<file path="config.mk">
export PLATFORM = sky130hd
export DESIGN_NAME = fraction_arith_reduce_flat
export DESIGN_NICKNAME = d
export VERILOG_FILES = /design/src/rtl/core/far_pkg.sv /design/src/rtl/core/far_if.sv /design/src/rtl/core/fraction_arith_reduce.sv /design/src/rtl/core/far_mult.sv /design/src/rtl/core/far_gcd.sv /design/src/rtl/core/far_div.sv /design/src/flat_wrapper.sv
export VERILOG_INCLUDE_DIRS = /design/src /design/src/rtl/core
export SDC_FILE = /design/constraint.sdc
export NUM_CORES = 2
export LEC_CHECK = 0
export BUFFER_PORTS_ARGS = -buffer_cell sky130_fd_sc_hd__buf_4
export CAP_MARGIN = 10
export CORE_ASPECT_RATIO = 0.6
export CORE_MARGIN = 2
export CORE_UTILIZATION = 50
export DETAILED_ROUTE_END_ITERATION = 10
export HOLD_SLACK_MARGIN = 0.02
export PLACE_DENSITY = 0.78
export REMOVE_ABC_BUFFERS = 1
export SLEW_MARGIN = 20
export SYNTH_ARGS = -nofsm -noshare
export SYNTH_HDL_FRONTEND = slang
export SYNTH_SLANG_ARGS = --single-unit
</file>
<file path="constraint.sdc">
create_clock -name i_clk -period 10.6 [get_ports i_clk]
set_clock_uncertainty 0.05 [all_clocks]
set_input_delay 2.12 -clock i_clk [delete_from_list [all_inputs] [get_ports i_clk]]
set_output_delay 2.12 -clock i_clk [all_outputs]
set_load 0.02 [all_outputs]
</file>
<file path="src/rtl/core/fraction_arith_reduce_macros.svh">
// assertion macros shared by the fraction_arith_reduce rtl
`ifndef FRACTION_ARITH_REDUCE_MACROS_SVH
`define FRACTION_ARITH_REDUCE_MACROS_SVH

// same-cycle implication, disabled while reset is low
`define FAR_ASSERT_SAME(label, clk, rst_n, ante, cons) \
    label: assert property (@(posedge clk) disable iff (!rst_n) (ante) |-> (cons)) \
        else $error("far assertion failed");

// next-cycle implication, disabled while reset is low
`define FAR_ASSERT_NEXT(label, clk, rst_n, ante, cons) \
    label: assert property (@(posedge clk) disable iff (!rst_n) (ante) |=> (cons)) \
        else $error("far assertion failed");

`endif

</file>
<file path="src/rtl/core/far_pkg.sv">
// types, constants and helpers for the fraction arithmetic and reduction block
package far_pkg;

    localparam int OPERAND_WIDTH = 16;
    localparam int NUM_W         = 33;
    localparam int DEN_W         = 32;
    localparam int PROD_W        = 2 * OPERAND_WIDTH;
    localparam int EXT_W         = 65;
    localparam int MAG_W         = NUM_W;
    localparam int CNT_W         = $clog2(MAG_W + 1);
    localparam int SHF_W         = $clog2(MAG_W);

    typedef enum logic [1:0] {
        CMD_MUL  = 2'd0,
        CMD_ADD  = 2'd1,
        CMD_PASS = 2'd2
    } t_cmd;

    typedef enum logic [2:0] {
        ST_IDLE,
        ST_MUL,
        ST_CHECK,
        ST_GCD,
        ST_DIV_NUM,
        ST_DIV_DEN,
        ST_FINISH
    } t_state;

    typedef struct packed {
        logic [1:0]                      cmd;
        logic signed [OPERAND_WIDTH-1:0] num_a;
        logic signed [OPERAND_WIDTH-1:0] den_a;
        logic signed [OPERAND_WIDTH-1:0] num_b;
        logic signed [OPERAND_WIDTH-1:0] den_b;
        logic                            reduce;
    } t_req;

    typedef struct packed {
        logic signed [NUM_W-1:0] out_num;
        logic signed [DEN_W-1:0] out_den;
        logic                    zero_den_error;
    } t_rsp;

    // status of an iterative unit
    typedef struct packed {
        logic busy;
        logic done;
    } t_unit_sts;

    // sign-extend a product to the numerator width, two's complement
    function automatic logic signed [NUM_W-1:0] f_ext_num(input logic signed [PROD_W-1:0] p);
        logic signed [EXT_W-1:0] t;
        t = EXT_W'(p);
        return t[NUM_W-1:0];
    endfunction

    // fit a product to the denominator width (same width, so it passes unchanged), two's complement
    function automatic logic signed [DEN_W-1:0] f_ext_den(input logic signed [PROD_W-1:0] p);
        logic signed [EXT_W-1:0] t;
        t = EXT_W'(p);
        return t[DEN_W-1:0];
    endfunction

endpackage

</file>
<file path="src/rtl/core/far_if.sv">
// request and response channel interfaces
interface far_req_if;
    import far_pkg::*;
    logic valid;
    logic ready;
    t_req data;
    modport source(output valid, output data, input ready);
    modport sink(input valid, input data, output ready);
endinterface

interface far_rsp_if;
    import far_pkg::*;
    logic valid;
    logic ready;
    t_rsp data;
    modport source(output valid, output data, input ready);
    modport sink(input valid, input data, output ready);
endinterface

</file>
<file path="src/rtl/core/fraction_arith_reduce.sv">
// Fraction multiply/add/pass with optional reduction to lowest terms. One request is
// worked at a time and i_req.ready is high only while the sequencer is idle; a finished
// result waits in the output register, so the next request can be taken before it is
// read. Steps per request: accept, the products through the shared multiplier for
// multiply or add (none for pass), a check, then with reduction a binary gcd (one
// shift/subtract step per cycle) followed by two restoring divisions (numerator, then
// denominator), and a hand-off that waits while the output register holds an unread
// result. A zero denominator under reduction returns the unreduced values with
// zero_den_error set; a zero numerator under reduction returns 0/1.
`include "fraction_arith_reduce_macros.svh"

module fraction_arith_reduce (
    input  logic      i_clk,
    input  logic      i_rst_n,
    far_req_if.sink   i_req,
    far_rsp_if.source o_rsp
);
    import far_pkg::*;

    t_state                          r_state;
    t_state                          n_state;
    logic [1:0]                      r_cmd;
    logic                            r_reduce;
    logic signed [OPERAND_WIDTH-1:0] r_na;
    logic signed [OPERAND_WIDTH-1:0] r_da;
    logic signed [OPERAND_WIDTH-1:0] r_nb;
    logic signed [OPERAND_WIDTH-1:0] r_db;
    logic [1:0]                      r_step;
    logic signed [NUM_W-1:0]         r_num;
    logic signed [DEN_W-1:0]         r_den;
    logic                            r_err;
    logic [MAG_W-1:0]                r_gcd;
    logic                            r_out_valid;
    t_rsp                            r_out;

    logic signed [OPERAND_WIDTH-1:0] w_mul_a;
    logic signed [OPERAND_WIDTH-1:0] w_mul_b;
    logic signed [PROD_W-1:0]        w_prod;
    logic                            w_is_arith;
    logic                            w_need_gcd;
    logic                            w_gcd_start;
    logic [MAG_W-1:0]                w_mag_num;
    logic [DEN_W-1:0]                w_mag_den;
    logic [MAG_W-1:0]                w_gcd;
    t_unit_sts                       w_gcd_sts;
    logic                            w_div_start;
    logic [MAG_W-1:0]                w_div_dividend;
    logic [MAG_W-1:0]                w_div_divisor;
    logic [MAG_W-1:0]                w_quo;
    t_unit_sts                       w_div_sts;
    logic                            w_load_out;
    logic                            w_ready;

    assign w_is_arith = (i_req.data.cmd == CMD_MUL) || (i_req.data.cmd == CMD_ADD);
    assign w_need_gcd = r_reduce && (r_den != '0) && (r_num != '0);
    assign w_mag_num  = r_num[NUM_W-1] ? (~MAG_W'(r_num) + MAG_W'(1)) : MAG_W'(r_num);
    assign w_mag_den  = r_den[DEN_W-1] ? (~DEN_W'(r_den) + DEN_W'(1)) : DEN_W'(r_den);

    // products in order: num_a*(den_b or num_b), num_b*den_a, den_a*den_b
    always_comb begin
        case (r_step)
            2'd0: begin
                w_mul_a = r_na;
                w_mul_b = (r_cmd == CMD_ADD) ? r_db : r_nb;
            end
            2'd1: begin
                w_mul_a = r_nb;
                w_mul_b = r_da;
            end
            default: begin
                w_mul_a = r_da;
                w_mul_b = r_db;
            end
        endcase
    end

    far_mult u_mult (
        .i_clk  (i_clk),
        .i_a    (w_mul_a),
        .i_b    (w_mul_b),
        .o_prod (w_prod)
    );

    far_gcd u_gcd (
        .i_clk   (i_clk),
        .i_rst_n (i_rst_n),
        .i_start (w_gcd_start),
        .i_a     (w_mag_num),
        .i_b     (MAG_W'(w_mag_den)),
        .o_gcd   (w_gcd),
        .o_sts   (w_gcd_sts)
    );

    far_div u_div (
        .i_clk      (i_clk),
        .i_rst_n    (i_rst_n),
        .i_start    (w_div_start),
        .i_dividend (w_div_dividend),
        .i_divisor  (w_div_divisor),
        .o_quo      (w_quo),
        .o_sts      (w_div_sts)
    );

    // next state
    always_comb begin
        n_state = r_state;
        case (r_state)
            ST_IDLE: begin
                if (i_req.valid) begin
                    n_state = w_is_arith ? ST_MUL : ST_CHECK;
                end
            end
            ST_MUL: begin
                if (r_step == 2'd3) begin
                    n_state = ST_CHECK;
                end
            end
            ST_CHECK: begin
                n_state = w_need_gcd ? ST_GCD : ST_FINISH;
            end
            ST_GCD: begin
                if (w_gcd_sts.done) begin
                    n_state = ST_DIV_NUM;
                end
            end
            ST_DIV_NUM: begin
                if (w_div_sts.done) begin
                    n_state = ST_DIV_DEN;
                end
            end
            ST_DIV_DEN: begin
                if (w_div_sts.done) begin
                    n_state = ST_FINISH;
                end
            end
            ST_FINISH: begin
                if (!r_out_valid || o_rsp.ready) begin
                    n_state = ST_IDLE;
                end
            end
            default: n_state = ST_IDLE;
        endcase
    end

    // sequencer outputs
    always_comb begin
        w_ready        = 1'b0;
        w_gcd_start    = 1'b0;
        w_div_start    = 1'b0;
        w_div_dividend = MAG_W'(w_mag_den);
        w_div_divisor  = r_gcd;
        w_load_out     = 1'b0;
        case (r_state)
            ST_IDLE: w_ready = 1'b1;
            ST_CHECK: w_gcd_start = w_need_gcd;
            ST_GCD: begin
                w_div_start    = w_gcd_sts.done;
                w_div_dividend = w_mag_num;
                w_div_divisor  = w_gcd;
            end
            ST_DIV_NUM: w_div_start = w_div_sts.done;
            ST_FINISH: w_load_out = !r_out_valid || o_rsp.ready;
            default: ;
        endcase
    end

    always_ff @(posedge i_clk) begin
        if (!i_rst_n) begin
            r_state <= ST_IDLE;
        end else begin
            r_state <= n_state;
        end
    end

    always_ff @(posedge i_clk) begin
        case (r_state)
            ST_IDLE: begin
                if (i_req.valid) begin
                    r_cmd    <= i_req.data.cmd;
                    r_reduce <= i_req.data.reduce;
                    r_na     <= i_req.data.num_a;
                    r_da     <= i_req.data.den_a;
                    r_nb     <= i_req.data.num_b;
                    r_db     <= i_req.data.den_b;
                    r_step   <= 2'd0;
                    r_err    <= 1'b0;
                    r_num    <= f_ext_num(PROD_W'(i_req.data.num_a));
                    r_den    <= f_ext_den(PROD_W'(i_req.data.den_a));
                end
            end
            ST_MUL: begin
                r_step <= r_step + 2'd1;
                case (r_step)
                    2'd1: r_num <= f_ext_num(w_prod);
                    2'd2: begin
                        if (r_cmd == CMD_ADD) begin
                            r_num <= r_num + f_ext_num(w_prod);
                        end
                    end
                    2'd3: r_den <= f_ext_den(w_prod);
                    default: ;
                endcase
            end
            ST_CHECK: begin
                // zero denominator is checked before zero numerator
                if (r_reduce) begin
                    if (r_den == '0) begin
                        r_err <= 1'b1;
                    end else if (r_num == '0) begin
                        r_den <= DEN_W'(1);
                    end
                end
            end
            ST_GCD: begin
                if (w_gcd_sts.done) begin
                    r_gcd <= w_gcd;
                end
            end
            ST_DIV_NUM: begin
                if (w_div_sts.done) begin
                    r_num <= r_num[NUM_W-1] ? (~NUM_W'(w_quo) + NUM_W'(1)) : NUM_W'(w_quo);
                end
            end
            ST_DIV_DEN: begin
                if (w_div_sts.done) begin
                    r_den <= r_den[DEN_W-1] ? (~DEN_W'(w_quo) + DEN_W'(1)) : DEN_W'(w_quo);
                end
            end
            default: ;
        endcase
    end

    // output register frees the sequencer while a result waits
    always_ff @(posedge i_clk) begin
        if (!i_rst_n) begin
            r_out_valid <= 1'b0;
        end else if (w_load_out) begin
            r_out_valid <= 1'b1;
        end else if (o_rsp.ready) begin
            r_out_valid <= 1'b0;
        end
    end

    always_ff @(posedge i_clk) begin
        if (w_load_out) begin
            r_out.out_num        <= r_num;
            r_out.out_den        <= r_den;
            r_out.zero_den_error <= r_err;
        end
    end

    assign i_req.ready = w_ready;
    assign o_rsp.valid = r_out_valid;
    assign o_rsp.data  = r_out;

    `FAR_ASSERT_NEXT(a_accept_starts_work, i_clk, i_rst_n, i_req.valid && i_req.ready, r_state != ST_IDLE)
    `FAR_ASSERT_SAME(a_err_means_zero_den, i_clk, i_rst_n, o_rsp.valid && o_rsp.data.zero_den_error, o_rsp.data.out_den == '0)
    `FAR_ASSERT_SAME(a_gcd_nonzero, i_clk, i_rst_n, w_gcd_sts.done, w_gcd != '0)
    `FAR_ASSERT_SAME(a_div_done_in_div, i_clk, i_rst_n, w_div_sts.done, r_state == ST_DIV_NUM || r_state == ST_DIV_DEN)

endmodule

</file>
<file path="src/rtl/core/far_mult.sv">
// shared signed multiplier with registered product
module far_mult (
    input  logic                                     i_clk,
    input  logic signed [far_pkg::OPERAND_WIDTH-1:0] i_a,
    input  logic signed [far_pkg::OPERAND_WIDTH-1:0] i_b,
    output logic signed [far_pkg::PROD_W-1:0]        o_prod
);
    import far_pkg::*;

    logic signed [PROD_W-1:0] r_prod;

    always_ff @(posedge i_clk) begin
        r_prod <= PROD_W'(i_a) * PROD_W'(i_b);
    end

    assign o_prod = r_prod;

endmodule

</file>
<file path="src/rtl/core/far_gcd.sv">
// binary gcd engine: one shift or subtract-and-shift per cycle
module far_gcd (
    input  logic                       i_clk,
    input  logic                       i_rst_n,
    input  logic                       i_start,
    input  logic [far_pkg::MAG_W-1:0]  i_a,
    input  logic [far_pkg::MAG_W-1:0]  i_b,
    output logic [far_pkg::MAG_W-1:0]  o_gcd,
    output far_pkg::t_unit_sts         o_sts
);
    import far_pkg::*;

    logic             r_busy;
    logic             r_done;
    logic [MAG_W-1:0] r_a;
    logic [MAG_W-1:0] r_b;
    logic [SHF_W-1:0] r_k;
    logic [MAG_W-1:0] w_a_minus_b;
    logic [MAG_W-1:0] w_b_minus_a;
    logic             w_a_gt_b;

    assign w_a_minus_b = r_a - r_b;
    assign w_b_minus_a = r_b - r_a;
    assign w_a_gt_b    = r_a > r_b;

    always_ff @(posedge i_clk) begin
        if (!i_rst_n) begin
            r_busy <= 1'b0;
            r_done <= 1'b0;
        end else begin
            r_done <= 1'b0;
            if (i_start) begin
                r_busy <= 1'b1;
            end else if (r_busy && r_a == r_b) begin
                r_busy <= 1'b0;
                r_done <= 1'b1;
            end
        end
    end

    always_ff @(posedge i_clk) begin
        if (i_start) begin
            r_a <= i_a;
            r_b <= i_b;
            r_k <= '0;
        end else if (r_busy && r_a != r_b) begin
            if (!r_a[0] && !r_b[0]) begin
                r_a <= r_a >> 1;
                r_b <= r_b >> 1;
                r_k <= r_k + SHF_W'(1);
            end else if (!r_a[0]) begin
                r_a <= r_a >> 1;
            end else if (!r_b[0]) begin
                r_b <= r_b >> 1;
            end else if (w_a_gt_b) begin
                // odd minus odd is even, so halve right away
                r_a <= w_a_minus_b >> 1;
            end else begin
                r_b <= w_b_minus_a >> 1;
            end
        end
    end

    assign o_gcd      = r_a << r_k;
    assign o_sts.busy = r_busy;
    assign o_sts.done = r_done;

endmodule

</file>
<file path="src/rtl/core/far_div.sv">
// restoring divider for unsigned magnitudes, one quotient bit per cycle
module far_div (
    input  logic                       i_clk,
    input  logic                       i_rst_n,
    input  logic                       i_start,
    input  logic [far_pkg::MAG_W-1:0]  i_dividend,
    input  logic [far_pkg::MAG_W-1:0]  i_divisor,
    output logic [far_pkg::MAG_W-1:0]  o_quo,
    output far_pkg::t_unit_sts         o_sts
);
    import far_pkg::*;

    logic             r_busy;
    logic             r_done;
    logic [CNT_W-1:0] r_cnt;
    logic [MAG_W-1:0] r_rem;
    logic [MAG_W-1:0] r_quo;
    logic [MAG_W-1:0] r_dvs;
    logic [MAG_W:0]   w_trial;

    assign w_trial = {r_rem, r_quo[MAG_W-1]} - {1'b0, r_dvs};

    always_ff @(posedge i_clk) begin
        if (!i_rst_n) begin
            r_busy <= 1'b0;
            r_done <= 1'b0;
            r_cnt  <= '0;
        end else begin
            r_done <= 1'b0;
            if (i_start) begin
                r_busy <= 1'b1;
                r_cnt  <= CNT_W'(MAG_W);
            end else if (r_busy) begin
                r_cnt <= r_cnt - CNT_W'(1);
                if (r_cnt == CNT_W'(1)) begin
                    r_busy <= 1'b0;
                    r_done <= 1'b1;
                end
            end
        end
    end

    always_ff @(posedge i_clk) begin
        if (i_start) begin
            r_rem <= '0;
            r_quo <= i_dividend;
            r_dvs <= i_divisor;
        end else if (r_busy) begin
            if (!w_trial[MAG_W]) begin
                r_rem <= w_trial[MAG_W-1:0];
                r_quo <= {r_quo[MAG_W-2:0], 1'b1};
            end else begin
                // no borrow room: the shifted remainder stays below the divisor
                r_rem <= {r_rem[MAG_W-2:0], r_quo[MAG_W-1]};
                r_quo <= {r_quo[MAG_W-2:0], 1'b0};
            end
        end
    end

    assign o_quo      = r_quo;
    assign o_sts.busy = r_busy;
    assign o_sts.done = r_done;

endmodule
</file>
<file path="src/flat_wrapper.sv">
// flat-port wrapper written by rule: the top's interface ports become plain ports
module fraction_arith_reduce_flat import far_pkg::*;
  (i_clk, i_rst_n, i_req_valid, i_req_data, i_req_ready, o_rsp_valid, o_rsp_data, o_rsp_ready);
  far_req_if i_req_i ();
  far_rsp_if o_rsp_i ();
  input  logic i_clk;
  input  logic i_rst_n;
  input wire logic [$bits(i_req_i.valid)-1:0] i_req_valid;
  input wire logic [$bits(i_req_i.data)-1:0] i_req_data;
  output wire logic [$bits(i_req_i.ready)-1:0] i_req_ready;
  output wire logic [$bits(o_rsp_i.valid)-1:0] o_rsp_valid;
  output wire logic [$bits(o_rsp_i.data)-1:0] o_rsp_data;
  input wire logic [$bits(o_rsp_i.ready)-1:0] o_rsp_ready;
  assign i_req_i.valid = i_req_valid;
  assign i_req_i.data = i_req_data;
  assign i_req_ready = i_req_i.ready;
  assign o_rsp_valid = o_rsp_i.valid;
  assign o_rsp_data = o_rsp_i.data;
  assign o_rsp_i.ready = o_rsp_ready;
  fraction_arith_reduce u_core (.i_clk(i_clk), .i_rst_n(i_rst_n), .i_req(i_req_i), .o_rsp(o_rsp_i));
endmodule
</file>
==> impl_metrics.ini <==
[synth]
avgSynthCellArea_um2 = 9.54
synth-edff-count = 365
synth_cells = 4058
yosys_warnings = 0
synth_cell_types = 73
ys_ff_latch = 450
syn_area_mm2 = 0.0387
synthArstFlopShare_pct = 0
synth_seq_area_share_pct = 32.7
synth_ff_type = edfxtp_1

[cts]
cts_buffers = 46
cts.sinks = 450
cts_resized = 0
hold_buffers = 0
clk_pin_slew_worst_paths_ns = 0.07
clk_latency_ns = 0.64
h-tree-depth = 2
clockBufferDepth = 3
root_buffer = clkbuf_16
postCtsSetupRepairBufs = 0
cts_tree = yes

[timing]
finalCritPeriodShare_pct = 85.8
max_clock_freq_mhz = 110
setup_viol = 0
slew_violations = 0
hold_viol = 0
rsz0062_at_grt = no
fin_tns_setup_ns = 0
slew_headroom_pct = 20.7
fin_crit_ns = 9.10
max_slew.worst_pin.slew_ns = 1.18

[critical_path]
critPathKind = register to register
critPathArrivalTime_ns = 9.54
startpoint = u_core.r_step[0]$_SDFFCE_PN0P_
cp.required_ns = 11.04
crit_path_end_kind = register
start_kind = register
r2r-start = u_core.r_step[0]$_SDFFCE_PN0P_
slowest_stage = nand2_1
cpPeakStageDelay_ns = 0.64
critPathMaxFanout = 32

[routing]
post_drt_wl_per_cell_um = 23.9
drtAntennaViolNets = 0
drtIter0Drc = 4746
drcViolationCount = 0
dr.pass1.iters = 6
viasPerCell = 6.20
wirelength_mm = 123
vias = 31900

[min_path]
hp-start = u_core.u_gcd.r_busy$_SDFFE_PN0P_
hp-class = register to register

[global_routing]
antenna_found_initial = 2
grt_start_max_net_pins = 71
grt_pass1_wl_mm = 188
grt_overflow = 0
track_usage_pct = 31.1
grt_pass1_vias = 29700

[placed_design]
port_buffers = 138
routabilityCongestion = 1.04
post_dp_cell_area_mm2 = 0.0407
dp_hpwl_mm = 97.2

[layout]
drive_gt1_share_pct = 9.30
num-fill-cells = 6681
multiInputGateArea_mm2 = 0.0236
syn_to_final_growth_pct = 9.28
nets = 4664
postLayoutCellArea_mm2 = 0.0423
seqCellArea_mm2 = 0.0127

[job]
max-cap-violations = 0

[die]
die_area_mm2 = 0.0797
pin_count = 139
die_y_um = 220
die_w_um = 363
rows = 78
initial_core_util_pct = 50.8
core-area_mm2 = 0.0761

[outcome]
status = finished, final reports clean
==> metal layers <==
metal,global-route usage [%],up-vias,wire [µm]
met1,51.7,15600,59200
met4,4.01,2,1450
met3,11.0,106,18800
li1,-,14300,-
met5,0,-,13
met2,37.9,1918,43700
==> cells by family (layout without fill, tap and decap cells) <==
group	Yosys count	after routing	share of synthesized area [%]
other cells	0	2	0
simple gates	1074	1074	12.3
xor+xnor	276	276	6.25
compound gates	1000	1000	17.3
mux	121	121	3.94
fa+ha+maj	490	490	21.0
flops	450	450	32.7
buf+inv	647	729	6.44
==> stage by stage <==
stage          hold WS [ns]  setup WS, ns  std cells  util [%]
2_1_floorplan         0.350         0.757       3856         -
3_3_place_gp          0.381          1.94       5053      53.5
3_5_place_dp          0.382          1.70       5055      53.5
4_1_cts               0.384          1.63       5140      55.5
5_1_grt               0.408         0.951       5140      55.5
6_report              0.384          1.50       5142      55.6
==> registers in the layout, indices dropped and copies added, names as in the netlist, 2 cells and up <==
register and flops:
u_core.u_gcd.r_a 33, u_core.u_div.o_quo 33, u_core.r_cmd 2, u_core.r_nb 16
u_core.u_gcd.r_b 32, u_core.u_div.r_cnt 6, u_core.r_db 16, u_core.u_div.r_dvs 33
u_core.r_step 2, u_core.u_div.r_rem 33, u_core.u_gcd.r_k 6, u_core.r_den 32
u_core.u_mult.o_prod 32, u_core.r_na 16, u_core.r_gcd 33, u_core.o_rsp.data 66
u_core.r_state 3, u_core.r_da 16, u_core.r_num 33
==> final cells by class <==
| type | count | share of cell area (%) |
|---|---|---|
| antenna | 2 | 0.0118 |
| clock buffer | 55 | 2.83 |
| clock inverter | 30 | 0.817 |
| inverter | 445 | 3.95 |
| multi-input combinational | 2961 | 55.9 |
| sequential | 450 | 30.0 |
| tap | 1000 | 2.96 |
| timing repair buffer | 199 | 3.58 |
==> path summary, 6_finish.rpt <==
check                                     endpoint  slack, ns  depth (start not counted)
hold reg to reg     u_core.u_gcd.r_done$_SDFF_PP0_       0.38                          2
hold / removal      u_core.u_gcd.r_done$_SDFF_PP0_       0.38                          2
setup / recovery  u_core.u_mult.o_prod[28]$_DFF_P_       1.50                         30
setup reg to reg  u_core.u_mult.o_prod[28]$_DFF_P_       1.50                         30
==> cell usage after synthesis, drive strengths merged, types with 23 or more instances <==
| cell | instances | area, µm² |
|---|---|---|
| nand2b | 37 | 231 |
| inv | 442 | 1660 |
| clkbuf | 164 | 616 |
| o31ai | 58 | 435 |
| nand2 | 420 | 1580 |
| nor3 | 50 | 250 |
| a21oi | 252 | 1260 |
| o21a | 34 | 255 |
| nor2 | 335 | 1260 |
| edfxtp | 365 | 11000 |
| or3 | 37 | 231 |
| nor2b | 42 | 263 |
| dfxtp | 85 | 1700 |
| nand3 | 43 | 215 |
| o221ai | 50 | 438 |
| ha | 224 | 2800 |
| mux4 | 23 | 518 |
| a221oi | 78 | 865 |
| mux2i | 76 | 761 |
| buf | 38 | 205 |
| and2 | 28 | 175 |
| xor2 | 162 | 1420 |
| a21o | 94 | 706 |
| fa | 266 | 5330 |
| o21ai | 243 | 1220 |
| xnor2 | 114 | 998 |
| a211oi | 36 | 270 |
==> cell usage in the layout (no fill, tap or decap), types with 36 or more instances in the layout <==
cell	count
edfxtp_1	365
inv_1	441
buf_4	198
nor3_1	47
a21o_1	94
ha_1	224
xor2_1	161
fa_1	266
nand2b_1	37
nor2_1	334
a221oi_1	49
o31ai_1	58
a21oi_1	251
o221ai_1	50
or3_1	37
clkbuf_16	46
mux2i_1	76
o21ai_0	223
nand3_1	42
nor2b_1	41
a211oi_1	36
nand2_1	418
dfxtp_1	82
xnor2_1	114
==> worst max-delay path: cells and delay by family, from the launching register on <==
family | cells | cell delay (ns)
buf+inv | 7 | 0.87
xor+xnor | 1 | 0.14
flops | 1 | 0.44
simple gates | 3 | 1.31
compound gates | 11 | 2.94
fa+ha+maj | 8 | 3.18
Power is not shown: default switching activity piles up to over one toggle a cycle in this logic, so the estimate is an artifact.
